File: src/rtl/jnv_pkg.sv
// ----------------------------------------------------------------------------
// jnv_pkg
// Shared types and constants for the JSON number validator: grammar state
// codes, verdict codes and the character codes that the grammar names.
// ----------------------------------------------------------------------------
package jnv_pkg;

   localparam int STATE_W = 4;
   localparam int ERR_W   = 2;

   localparam logic [STATE_W-1:0] STATE_START = 4'd0;
   localparam logic [STATE_W-1:0] STATE_MINUS = 4'd1;
   localparam logic [STATE_W-1:0] STATE_ZERO  = 4'd2;
   localparam logic [STATE_W-1:0] STATE_INT   = 4'd3;
   localparam logic [STATE_W-1:0] STATE_DOT   = 4'd4;
   localparam logic [STATE_W-1:0] STATE_FRAC  = 4'd5;
   localparam logic [STATE_W-1:0] STATE_EXP   = 4'd6;
   localparam logic [STATE_W-1:0] STATE_ESIGN = 4'd7;
   localparam logic [STATE_W-1:0] STATE_EDIG  = 4'd8;
   localparam logic [STATE_W-1:0] STATE_ERR   = 4'd9;

   localparam logic [ERR_W-1:0] VERDICT_OK   = 2'd0;
   localparam logic [ERR_W-1:0] VERDICT_FRAC = 2'd1;
   localparam logic [ERR_W-1:0] VERDICT_EXP  = 2'd2;
   localparam logic [ERR_W-1:0] VERDICT_OTH  = 2'd3;

   localparam logic [7:0] CHAR_MINUS = 8'h2D;
   localparam logic [7:0] CHAR_PLUS  = 8'h2B;
   localparam logic [7:0] CHAR_DOT   = 8'h2E;
   localparam logic [7:0] CHAR_ZERO  = 8'h30;
   localparam logic [7:0] CHAR_ONE   = 8'h31;
   localparam logic [7:0] CHAR_NINE  = 8'h39;
   localparam logic [7:0] CHAR_LOW_E = 8'h65;
   localparam logic [7:0] CHAR_UP_E  = 8'h45;

   typedef struct packed {
      logic [STATE_W-1:0] state;
      logic [ERR_W-1:0]   err;
      logic [ERR_W-1:0]   verdict;
   } step_result_type;

endpackage

File: src/rtl/jnv_if.sv
// ----------------------------------------------------------------------------
// jnv_req_if / jnv_rsp_if
// Valid/ready channels that carry one character in and one verdict out.
// ----------------------------------------------------------------------------
interface jnv_req_if;
   logic       valid;
   logic       ready;
   logic [7:0] char_byte;
   logic       is_final;

   modport source (output valid, output char_byte, output is_final, input ready);
   modport sink   (input valid, input char_byte, input is_final, output ready);
endinterface

interface jnv_rsp_if;
   logic       valid;
   logic       ready;
   logic [1:0] verdict;
   logic       is_valid;

   modport source (output valid, output verdict, output is_valid, input ready);
   modport sink   (input valid, input verdict, input is_valid, output ready);
endinterface

File: src/rtl/jnv_step.sv
// ----------------------------------------------------------------------------
// jnv_step
// Grammar transition for one character and the verdict that the token
// would get if it ended on that character.
// ----------------------------------------------------------------------------
module jnv_step (
   input  logic [jnv_pkg::STATE_W-1:0] cur_state,
   input  logic [jnv_pkg::ERR_W-1:0]   cur_err,
   input  logic [7:0]                  char_byte,
   output jnv_pkg::step_result_type    result
);

   logic is_dig;
   logic is_nz;
   logic is_e;
   logic is_sign;
   logic [jnv_pkg::STATE_W-1:0] nxt_state;
   logic [jnv_pkg::ERR_W-1:0]   nxt_err;
   logic [jnv_pkg::ERR_W-1:0]   verdict;

   assign is_dig  = (char_byte >= jnv_pkg::CHAR_ZERO) && (char_byte <= jnv_pkg::CHAR_NINE);
   assign is_nz   = (char_byte >= jnv_pkg::CHAR_ONE) && (char_byte <= jnv_pkg::CHAR_NINE);
   assign is_e    = (char_byte == jnv_pkg::CHAR_LOW_E) || (char_byte == jnv_pkg::CHAR_UP_E);
   assign is_sign = (char_byte == jnv_pkg::CHAR_PLUS) || (char_byte == jnv_pkg::CHAR_MINUS);

   always_comb begin
      nxt_state = jnv_pkg::STATE_ERR;
      nxt_err   = jnv_pkg::VERDICT_OTH;
      case (cur_state)
         jnv_pkg::STATE_START: begin
            if (char_byte == jnv_pkg::CHAR_MINUS) nxt_state = jnv_pkg::STATE_MINUS;
            else if (char_byte == jnv_pkg::CHAR_ZERO) nxt_state = jnv_pkg::STATE_ZERO;
            else if (is_nz) nxt_state = jnv_pkg::STATE_INT;
         end
         jnv_pkg::STATE_MINUS: begin
            if (char_byte == jnv_pkg::CHAR_ZERO) nxt_state = jnv_pkg::STATE_ZERO;
            else if (is_nz) nxt_state = jnv_pkg::STATE_INT;
         end
         jnv_pkg::STATE_ZERO: begin
            if (char_byte == jnv_pkg::CHAR_DOT) nxt_state = jnv_pkg::STATE_DOT;
            else if (is_e) nxt_state = jnv_pkg::STATE_EXP;
         end
         jnv_pkg::STATE_INT: begin
            if (is_dig) nxt_state = jnv_pkg::STATE_INT;
            else if (char_byte == jnv_pkg::CHAR_DOT) nxt_state = jnv_pkg::STATE_DOT;
            else if (is_e) nxt_state = jnv_pkg::STATE_EXP;
         end
         jnv_pkg::STATE_DOT: begin
            if (is_dig) nxt_state = jnv_pkg::STATE_FRAC;
            else nxt_err = jnv_pkg::VERDICT_FRAC;
         end
         jnv_pkg::STATE_FRAC: begin
            if (is_dig) nxt_state = jnv_pkg::STATE_FRAC;
            else if (is_e) nxt_state = jnv_pkg::STATE_EXP;
         end
         jnv_pkg::STATE_EXP: begin
            if (is_sign) nxt_state = jnv_pkg::STATE_ESIGN;
            else if (is_dig) nxt_state = jnv_pkg::STATE_EDIG;
            else nxt_err = jnv_pkg::VERDICT_EXP;
         end
         jnv_pkg::STATE_ESIGN: begin
            if (is_dig) nxt_state = jnv_pkg::STATE_EDIG;
            else nxt_err = jnv_pkg::VERDICT_EXP;
         end
         jnv_pkg::STATE_EDIG: begin
            if (is_dig) nxt_state = jnv_pkg::STATE_EDIG;
         end
         jnv_pkg::STATE_ERR: begin
            nxt_err = cur_err;
         end
         default: begin
            nxt_state = jnv_pkg::STATE_ERR;
         end
      endcase
      if (nxt_state != jnv_pkg::STATE_ERR) begin
         nxt_err = jnv_pkg::VERDICT_OK;
      end
   end

   always_comb begin
      case (nxt_state)
         jnv_pkg::STATE_ZERO,
         jnv_pkg::STATE_INT,
         jnv_pkg::STATE_FRAC,
         jnv_pkg::STATE_EDIG:  verdict = jnv_pkg::VERDICT_OK;
         jnv_pkg::STATE_DOT:   verdict = jnv_pkg::VERDICT_FRAC;
         jnv_pkg::STATE_EXP,
         jnv_pkg::STATE_ESIGN: verdict = jnv_pkg::VERDICT_EXP;
         jnv_pkg::STATE_ERR: begin
            verdict = (nxt_err == jnv_pkg::VERDICT_OK) ? jnv_pkg::VERDICT_OTH : nxt_err;
         end
         default:              verdict = jnv_pkg::VERDICT_OTH;
      endcase
   end

   assign result.state   = nxt_state;
   assign result.err     = nxt_err;
   assign result.verdict = verdict;

endmodule

File: src/rtl/json_number_validator.sv
// ----------------------------------------------------------------------------
// json_number_validator
// Checks a number token, one character per word, against the JSON number
// grammar and gives one verdict word on the token's final character.
// ----------------------------------------------------------------------------
// Each character word is captured in an input register, stepped through the
// grammar combinationally, and, if it is the final one, its verdict lands in a
// result register. One character is taken every cycle, and the input keeps
// flowing while a verdict waits, until a second final character would need
// the result slot and stalls in the input register.
module json_number_validator (
   input logic            clock,
   input logic            reset,
   jnv_req_if.sink        req_chan,
   jnv_rsp_if.source      rsp_chan
);

   logic                        in_valid_ff;
   logic [7:0]                  in_char_ff;
   logic                        in_final_ff;
   logic [jnv_pkg::STATE_W-1:0] state_ff;
   logic [jnv_pkg::STATE_W-1:0] state_in;
   logic [jnv_pkg::ERR_W-1:0]   err_ff;
   logic [jnv_pkg::ERR_W-1:0]   err_in;
   logic                        rsp_valid_ff;
   logic                        rsp_valid_in;
   logic [jnv_pkg::ERR_W-1:0]   verdict_ff;

   logic                     out_free;
   logic                     step_fire;
   logic                     req_take;
   jnv_pkg::step_result_type step_res;

   jnv_step u_step (
      .cur_state (state_ff),
      .cur_err   (err_ff),
      .char_byte (in_char_ff),
      .result    (step_res)
   );

   assign out_free  = !rsp_valid_ff || rsp_chan.ready;
   assign step_fire = in_valid_ff && (!in_final_ff || out_free);
   assign req_chan.ready = !in_valid_ff || step_fire;
   assign req_take  = req_chan.valid && req_chan.ready;

   always_comb begin
      state_in     = state_ff;
      err_in       = err_ff;
      rsp_valid_in = rsp_valid_ff && !rsp_chan.ready;
      if (step_fire) begin
         if (in_final_ff) begin
            state_in     = jnv_pkg::STATE_START;
            err_in       = jnv_pkg::VERDICT_OK;
            rsp_valid_in = 1'b1;
         end else begin
            state_in = step_res.state;
            err_in   = step_res.err;
         end
      end
   end

   always_ff @(posedge clock) begin
      if (reset) begin
         in_valid_ff  <= 1'b0;
         state_ff     <= jnv_pkg::STATE_START;
         err_ff       <= jnv_pkg::VERDICT_OK;
         rsp_valid_ff <= 1'b0;
      end else begin
         if (req_chan.ready) begin
            in_valid_ff <= req_chan.valid;
         end
         state_ff     <= state_in;
         err_ff       <= err_in;
         rsp_valid_ff <= rsp_valid_in;
      end
   end

   always_ff @(posedge clock) begin
      if (req_take) begin
         in_char_ff  <= req_chan.char_byte;
         in_final_ff <= req_chan.is_final;
      end
      if (step_fire && in_final_ff) begin
         verdict_ff <= step_res.verdict;
      end
   end

   assign rsp_chan.valid    = rsp_valid_ff;
   assign rsp_chan.verdict  = verdict_ff;
   assign rsp_chan.is_valid = (verdict_ff == jnv_pkg::VERDICT_OK);

   a_reset_clears: assert property (@(posedge clock)
      reset |=> !rsp_valid_ff && !in_valid_ff && (state_ff == jnv_pkg::STATE_START))
      else $error("reset did not clear the control state");

   a_err_has_code: assert property (@(posedge clock) disable iff (reset)
      (state_ff == jnv_pkg::STATE_ERR) |-> (err_ff != jnv_pkg::VERDICT_OK))
      else $error("error state without a recorded error code");

   a_final_gives_verdict: assert property (@(posedge clock) disable iff (reset)
      (step_fire && in_final_ff) |=> rsp_valid_ff)
      else $error("final character did not produce a verdict");

   a_final_restarts: assert property (@(posedge clock) disable iff (reset)
      (step_fire && in_final_ff) |=>
         (state_ff == jnv_pkg::STATE_START) && (err_ff == jnv_pkg::VERDICT_OK))
      else $error("grammar did not restart after a final character");

   a_no_step_when_blocked: assert property (@(posedge clock) disable iff (reset)
      (in_valid_ff && in_final_ff && rsp_valid_ff && !rsp_chan.ready) |=> in_valid_ff)
      else $error("final character left the input register while the result was full");

endmodule
File: src/flat_wrapper.sv
// flat-port wrapper written by rule: the top's interface ports become plain ports
module json_number_validator_flat 
  (clock, reset, req_chan_valid, req_chan_char_byte, req_chan_is_final, req_chan_ready, rsp_chan_valid, rsp_chan_verdict, rsp_chan_is_valid, rsp_chan_ready);
  jnv_req_if req_chan_i ();
  jnv_rsp_if rsp_chan_i ();
  input logic clock;
  input logic reset;
  input wire logic [$bits(req_chan_i.valid)-1:0] req_chan_valid;
  input wire logic [$bits(req_chan_i.char_byte)-1:0] req_chan_char_byte;
  input wire logic [$bits(req_chan_i.is_final)-1:0] req_chan_is_final;
  output wire logic [$bits(req_chan_i.ready)-1:0] req_chan_ready;
  output wire logic [$bits(rsp_chan_i.valid)-1:0] rsp_chan_valid;
  output wire logic [$bits(rsp_chan_i.verdict)-1:0] rsp_chan_verdict;
  output wire logic [$bits(rsp_chan_i.is_valid)-1:0] rsp_chan_is_valid;
  input wire logic [$bits(rsp_chan_i.ready)-1:0] rsp_chan_ready;
  assign req_chan_i.valid = req_chan_valid;
  assign req_chan_i.char_byte = req_chan_char_byte;
  assign req_chan_i.is_final = req_chan_is_final;
  assign req_chan_ready = req_chan_i.ready;
  assign rsp_chan_valid = rsp_chan_i.valid;
  assign rsp_chan_verdict = rsp_chan_i.verdict;
  assign rsp_chan_is_valid = rsp_chan_i.is_valid;
  assign rsp_chan_i.ready = rsp_chan_ready;
  json_number_validator u_core (.clock(clock), .reset(reset), .req_chan(req_chan_i), .rsp_chan(rsp_chan_i));
endmodule
File: config.mk
export PLATFORM = sky130hd
export DESIGN_NAME = json_number_validator_flat
export DESIGN_NICKNAME = d
export VERILOG_FILES = /design/src/rtl/jnv_pkg.sv /design/src/rtl/jnv_if.sv /design/src/rtl/jnv_step.sv /design/src/rtl/json_number_validator.sv /design/src/flat_wrapper.sv
export SDC_FILE = /design/constraint.sdc
export NUM_CORES = 1
export LEC_CHECK = 0
export BUFFER_PORTS_ARGS = -buffer_cell sky130_fd_sc_hd__buf_4
export CAP_MARGIN = 10
export CORE_MARGIN = 4
export CORE_UTILIZATION = 59
export DETAILED_ROUTE_END_ITERATION = 7
export GPL_TIMING_DRIVEN = 0
export PLACE_DENSITY = 0.9
export SYNTH_ARGS = -nofsm -noshare
export SYNTH_HDL_FRONTEND = slang
export SYNTH_HIERARCHICAL = 1
export SYNTH_SLANG_ARGS = --single-unit
File: constraint.sdc
create_clock -name clock -period 3.48 [get_ports clock]
set_clock_uncertainty 0.1 [all_clocks]
set_input_delay 0.348 -clock clock [delete_from_list [all_inputs] [get_ports clock]]
set_output_delay 0.348 -clock clock [all_outputs]
set_load 0.01 [all_outputs]
==> metrics, run 1 <==
Min Hold Slack=111 ps; first-pass GRT wire length=4250 um; Die Width=52.4 um; Iter 0 DRT Violations=37; Critical Path AT=2080 ps; Final Hold Violating Endpoints=0; largest family of logic cells by synthesized area=compound AO/OA/AOI/OAI gates; sequential fraction of the synthesis area=42.2%; final period demand of the worst path=2130 ps; total I/O pin count=18; Critical Path RT=3430 ps; Slew Limit Headroom=34.2%; worst-margin pin slew=982 ps; cts hold-fix bufs=0; mux share of post-synthesis cell area=0%; Final Power=0.427 mW; Sum Neg Setup Slack=0 ps; Starting Density=64.4%; Crit Path Class=flop to flop; top-count cell post-synth=edfxtp_1; port buffer count=17; register bit total from synthesis=19; number of synthesized flops with an enable pin=11; DRC violations left=0; Clock power frac=26.6%; power density cells=316 nW/um^2; die height=52.4 um; ANT nets after route=0; CTS Buf Count=3; CTS Buffer Depth=2; final instance area=1350 sq um; final setup fails=0; max cap viols=0; Highest Clock Rate=469 MHz; Yosys top cell area share=28.4%; P_int=0.320 mW; cell chosen for the clock root=clkbuf_4; Pins Over Slew Limit=0; syn_nets=119; Initial DRT Pass Iterations=4; Placed Instance Area=1320 sq um; routed len/inst=16.0 um; top cells by count, synth=edfxtp_1 (11), nor2_1 (10), dfxtp_1 (8), nand2_1 (8), a22o_1 (6); Resize count post-CTS=0; Post-Syn Area per Cell=11.0 sq um; status=completed; Reg clk slew, reported paths=110 ps; Total Die Area=2740 sq um; leakage power=0.482 nW; Sink Count=19; Worst-Skew Late Latency=300 ps; Critical Path Sink Type=flop; Synth area leader=edfxtp_1; vias in the first global route=902; CTS H-tree lvls=1; P_sw=0.107 mW; non-filler cells, final=152; sw frac=25.0%; Cells after Synth=106; adder-cell share of the synthesized area=0%; ys flop type=edfxtp_1; dpl hpwl=1880 um; CP Launch Type=flop; count of different cell masters after synthesis=45; final core utilization=74.9%; # Post-CTS Setup Buffers=0; worst min-delay path class=input pin to flop; initial antenna violation count=0; ratio of cells with drive above 1 in the final layout=33.9%; area delta synth->final=16.3%; ANT cells=0; Placed Cells=148; xor-xnor portion of the synthesized cell area=0.754%; final WL=2430 um; pre-CTS setup slack=1430 ps; nets@finish=141; via count=976; Worst Path Max Fanout=6; Post-Synthesis Cell Area=1160 sq um; GR Overflow Total=0; RSZ-0062 raised after global routing=false; Synth Warn #=6; final period utilization=61.2%; post-synthesis simple-gate area fraction=25.9%; asr flop ratio synth=0%; combinational power share=12.5%; vias per std cell=6.42; total track usage=21.0%; compound-cell area share of the yosys netlist=29.0%; largest cells by area after synthesis=edfxtp_1 (28%), dfxtp_1 (14%), a22o_1 (4.5%); TritonCTS clock tree=done; placement row count=15; worst setup margin=1350 ps; Final Wtd Congestion=0.854; largest net degree at the start of global routing=13; core area=1800 sq um; VDD IR max=0.368 mV; sequential power share=60.9%
-- placed cells by master (no fill, tap or decap), types with 2 or more instances in the layout --
cell / Yosys / routed
a22o_1: 6 / 6
a31oi_1: 2 / 2
clkbuf_4: 0 / 3
nand3_1: 2 / 2
a21oi_2: 4 / 4
nor4_1: 2 / 2
nand2b_1: 3 / 3
nor2b_1: 2 / 2
inv_1: 2 / 2
nor3b_2: 2 / 2
o211ai_4: 2 / 2
and3b_1: 2 / 2
edfxtp_1: 11 / 11
buf_4: 1 / 18
o21ai_0: 3 / 3
nor2_1: 10 / 10
a21oi_1: 4 / 4
dfxtp_1: 8 / 8
a32oi_1: 2 / 2
nand2_1: 8 / 8
nand3b_1: 2 / 2
buf_2: 2 / 2
a211o_1: 3 / 3
-- cell families after synthesis --
kind of cell,after synthesis
AOI/OAI and AO/OA,35
xor gates and xnor gates,1
buffers and inverters,5
DFF,19
and+or+nand+nor,46
-- cell type report --
| cell class | count | area [sq um] |
|---|---|---|
| multi-input combinational | 82 | 646 |
| sequential | 19 | 490 |
| fill | 144 | 452 |
| timing repair buffer | 17 | 128 |
| tap | 25 | 31.3 |
| clock buffer | 3 | 22.5 |
| buffer | 3 | 17.5 |
| clock inverter | 1 | 7.51 |
| inverter | 2 | 7.51 |
-- worst max-delay path, cell delays in order, from the launching register on --
cell and delay (ps):
edfxtp_1 500, o21ai_1 370, a21oi_1 130, o21ai_0 360, nand2_1 110, a32oi_1 210, o31ai_1 90
-- power groups by stage --
stage / combinational, mW / clock [mW] / sequential (mW)
after global placement: 0.0510 / 0 / 0.264
final: 0.0535 / 0.113 / 0.260
after detailed placement: 0.0532 / 0 / 0.265
after CTS: 0.0533 / 0.118 / 0.260
after global routing: 0.0581 / 0.131 / 0.262
after floorplan: 0.0335 / 0 / 0.262
-- layer usage --
metal  track usage, %  wire (um)  vias up
met2             31.8       1200       44
met1             29.1        987      461
li1                 -          -      463
met4             10.2         48        0
met5                0          0        -
met3             3.13        191        8
-- worst paths after layout --
kind	startpoint	to	slack, ps	cells past startpoint
setup / recovery	u_core/in_char_ff[1]$_DFFE_PP_	u_core/rsp_chan.verdict[1]$_DFFE_PP_	1350	6
hold / removal	req_chan_char_byte[1]	u_core/in_char_ff[1]$_DFFE_PP_	110	1
setup reg to reg	u_core/in_char_ff[1]$_DFFE_PP_	u_core/rsp_chan.verdict[1]$_DFFE_PP_	1350	6
hold reg to reg	u_core/err_ff[1]$_SDFFE_PP0P_	u_core/err_ff[1]$_SDFFE_PP0P_	400	1
-- state kept, by name (all words and copies together) (netlist names) --
signal                   cells
u_core/rsp_chan.verdict      2
u_core/in_final_ff           1
u_core/rsp_chan.valid        1
u_core/in_char_ff            8
u_core/in_valid_ff           1
u_core/err_ff                2
u_core/state_ff              4
(Power assumes the default switching activity.)
==> inputs of run 2 (changes only) <==
--- a/config.mk
+++ b/config.mk
@@ -8,10 +8,10 @@
 export BUFFER_PORTS_ARGS = -buffer_cell sky130_fd_sc_hd__buf_4
 export CAP_MARGIN = 10
 export CORE_MARGIN = 4
-export CORE_UTILIZATION = 59
+export CORE_UTILIZATION = 50
 export DETAILED_ROUTE_END_ITERATION = 7
 export GPL_TIMING_DRIVEN = 0
-export PLACE_DENSITY = 0.9
+export PLACE_DENSITY = 0.82
 export SYNTH_ARGS = -nofsm -noshare
 export SYNTH_HDL_FRONTEND = slang
 export SYNTH_HIERARCHICAL = 1
==> constraint.sdc (replaced) <==
create_clock -name clock -period 1.76 [get_ports clock]
set_clock_uncertainty 0.1 [all_clocks]
set_input_delay 0.176 -clock clock [delete_from_list [all_inputs] [get_ports clock]]
set_output_delay 0.176 -clock clock [all_outputs]
set_load 0.01 [all_outputs]
==> run 2 against run 1 <==
Net effect:
- fmax increased by 4.6%
- clock power rose by 88%
- first-iteration DRC count is 54% higher
- global-route usage shrank 2.1 points
- critical path type unchanged
- cell count increased by 15%
- largest cell class unchanged
- flip-flop and latch count did not move
- highest routed layer unchanged
- the flow now finishes with violations (negative setup slack)
- sequential power up 98%
- sequential share of layout area fell by 6.0 points
==> metrics, run 2 (synthesis results as in run 1) <==
RSZ-0062 raised after global routing=true (was false); slowest stage delay, CP=480 ps (was 500 ps); register with the most flip-flops=u_core/in_char_ff (unchanged); DRC violations left=0 (unchanged); max reg flops=8 (unchanged); Pins Over Slew Limit=0 (unchanged); largest delay contributor family on the critical path=compound AO/OA/AOI/OAI gates (unchanged); final instance area=1630 sq um (was 1350 sq um); routed len/inst=18.0 um (was 16.0 um); CP Cell Sequence=and4b_2 -> a32oi_4 -> nand3_4 -> o211ai_4 -> and3_4 -> a22o_1 (was o21ai_1 -> a21oi_1 -> o21ai_0 -> nand2_1 -> a32oi_1 -> o31ai_1); Total Die Area=3160 sq um (was 2740 sq um); TritonCTS clock tree=done (unchanged); critical path's slowest cell=edfxtp_1 (unchanged); ratio of cells with drive above 1 in the final layout=43.5% (was 33.9%); worst setup margin=-277 ps (was 1350 ps); failing checks=negative setup slack; total I/O pin count=18 (unchanged); CP Launch Type=flop (unchanged); Starting Density=52.5% (was 64.4%); Worst R2R Path Depth=6 (unchanged); Final Power=0.890 mW (was 0.427 mW); VDD IR max=0.590 mV (was 0.368 mV); Crit Path Class=flop to flop (unchanged); Reg clk slew, reported paths=100 ps (was 110 ps); commonest non-fill, non-tap cell in the layout=buf_4 (unchanged); worst-margin pin slew=607 ps (was 982 ps); final WL=3150 um (was 2430 um); ANT cells=0 (unchanged); power density cells=547 nW/um^2 (was 316 nW/um^2); CTS Buf Count=3 (unchanged); most frequent cells in the layout=buf_4 (26), edfxtp_1 (11), dlygate4sd3_1 (10) (was buf_4 (18), edfxtp_1 (11), nor2_1 (10)); total track usage=19.0% (was 21.0%); cell chosen for the clock root=clkbuf_4 (unchanged); dpl hpwl=1890 um (was 1880 um); max cap viols=0 (unchanged); sequential power share=57.9% (was 60.9%); GR Overflow Total=0 (unchanged); final period demand of the worst path=2040 ps (was 2130 ps); die height=56.2 um (was 52.4 um); first-pass GRT wire length=4770 um (was 4250 um); Crit. path cell count=6 (unchanged); Critical Path RT=1900 ps (was 3430 ps); Critical Path AT=2180 ps (was 2080 ps); Placed Cells=151 (was 148); leakage power=0.597 nW (was 0.482 nW); vias in the first global route=1,026 (was 902); CTS Buffer Depth=2 (unchanged); Die Width=56.2 um (was 52.4 um); Clock power frac=24.0% (was 26.6%); worst path bufs/invs=0 (unchanged); placement row count=17 (was 15); via count=1,082 (was 976); sw frac=24.8% (was 25.0%); Slew Limit Headroom=59.4% (was 34.2%); vias per std cell=6.18 (was 6.42); area delta synth->final=40.1% (was 16.3%); Sink Count=19 (unchanged); Placed Instance Area=1330 sq um (was 1320 sq um); initial antenna violation count=0 (unchanged); final setup fails=8 (was 0); P_sw=0.221 mW (was 0.107 mW); hold depth=3 (was 1); Worst-Skew Late Latency=290 ps (was 300 ps); nets@finish=161 (was 141); Iter 0 DRT Violations=57 (was 37); non-filler cells, final=175 (was 152); combinational power share=18.1% (was 12.5%); status=finished, violations left (was completed); Critical Path Sink Type=flop (unchanged); fillers=140 (was 144); port buffer count=17 (unchanged); Min Hold Slack=116 ps (was 111 ps); Final Wtd Congestion=0.900 (was 0.854); CTS H-tree lvls=1 (unchanged); largest net degree at the start of global routing=11 (was 13); Final Hold Violating Endpoints=0 (unchanged); core area=2210 sq um (was 1800 sq um); Worst Path Max Fanout=6 (unchanged); P_int=0.669 mW (was 0.320 mW); final period utilization=116% (was 61.2%); worst min-delay path class=input pin to flop (unchanged); biggest regs=u_core/in_char_ff (8), u_core/state_ff (4) (unchanged); ANT nets after route=0 (unchanged); Highest Clock Rate=491 MHz (was 469 MHz); Initial DRT Pass Iterations=6 (was 4)
[run 2: cell count changes in the layout (fill, tap and decap cells not counted), sizes merged]
cell         delta
clkinvlp        -1
buf             +8
dlygate4sd3    +10
clkbuf          +3
[run 2: metrics by stage]
step / utilization (%) / setup TNS, ps / setup slack [ps]
6_report: 73.5 / -1460 / -277
5_1_grt: 73.5 / -2100 / -342
4_1_cts: 69.4 / -989 / -206
3_5_place_dp: 60.2 / -1190 / -322
3_3_place_gp: 60.2 / -748 / -279
2_1_floorplan: - / -117 / -89.5
[run 2: tightest hold or removal path: cells and delay by family]
family | cells | cell delay, ps
buffers and inverters | 2 | 140
AO/OA/AOI/OAI | 1 | 150
[run 2: routing by layer]
layer | up-vias | global-route usage [%] | share of wire (%)
li1 | 500 | - | -
met1 | 516 | 22.2 | 39
met2 | 58 | 34.1 | 53
met3 | 8 | 3.48 | 6.7
met4 | 0 | 7.12 | 1.2
met5 | - | 0 | 0
[run 2: path summary, 6_finish.rpt]
| kind | from | slack, ps | to |
|---|---|---|---|
| worst min-delay path | req_chan_valid | 120 | u_core/in_valid_ff$_SDFFE_PP0P_ |
| worst max-delay path | u_core/in_char_ff[2]$_DFFE_PP_ | -280 | u_core/err_ff[0]$_SDFFE_PP0P_ |
| worst min register to register | u_core/err_ff[1]$_SDFFE_PP0P_ | 390 | u_core/err_ff[1]$_SDFFE_PP0P_ |
| worst max register to register | u_core/in_char_ff[2]$_DFFE_PP_ | -280 | u_core/err_ff[0]$_SDFFE_PP0P_ |
[run 2: final cells by class]
class	count	area, sq um	share of cell area [%]
multi-input combinational	82	732	45.0
sequential	19	493	30.3
timing repair buffer	37	310	19.1
tap	28	35.0	2.15
clock buffer	4	26.3	1.62
buffer	3	22.5	1.38
inverter	2	7.51	0.462
[run 2: repair_timing]
item / 4_1_cts / 5_1_grt
buffers inserted: 5 / 5
pin swaps: 5 / 16
resized for setup: 11 / 13
endpoints found under the setup margin: 17 / 8
endpoints found under the hold margin: 11 / 0
hold buffers: 10 / 0
[run 2: power groups by stage]
stage,Clock (mW),Combinational [mW],Sequential (mW)
detailed placement,0,0.106,0.525
global route,0.247,0.172,0.519
finish,0.213,0.161,0.515
floorplan,0,0.0677,0.519
global placement,0,0.102,0.523
CTS,0.223,0.140,0.514
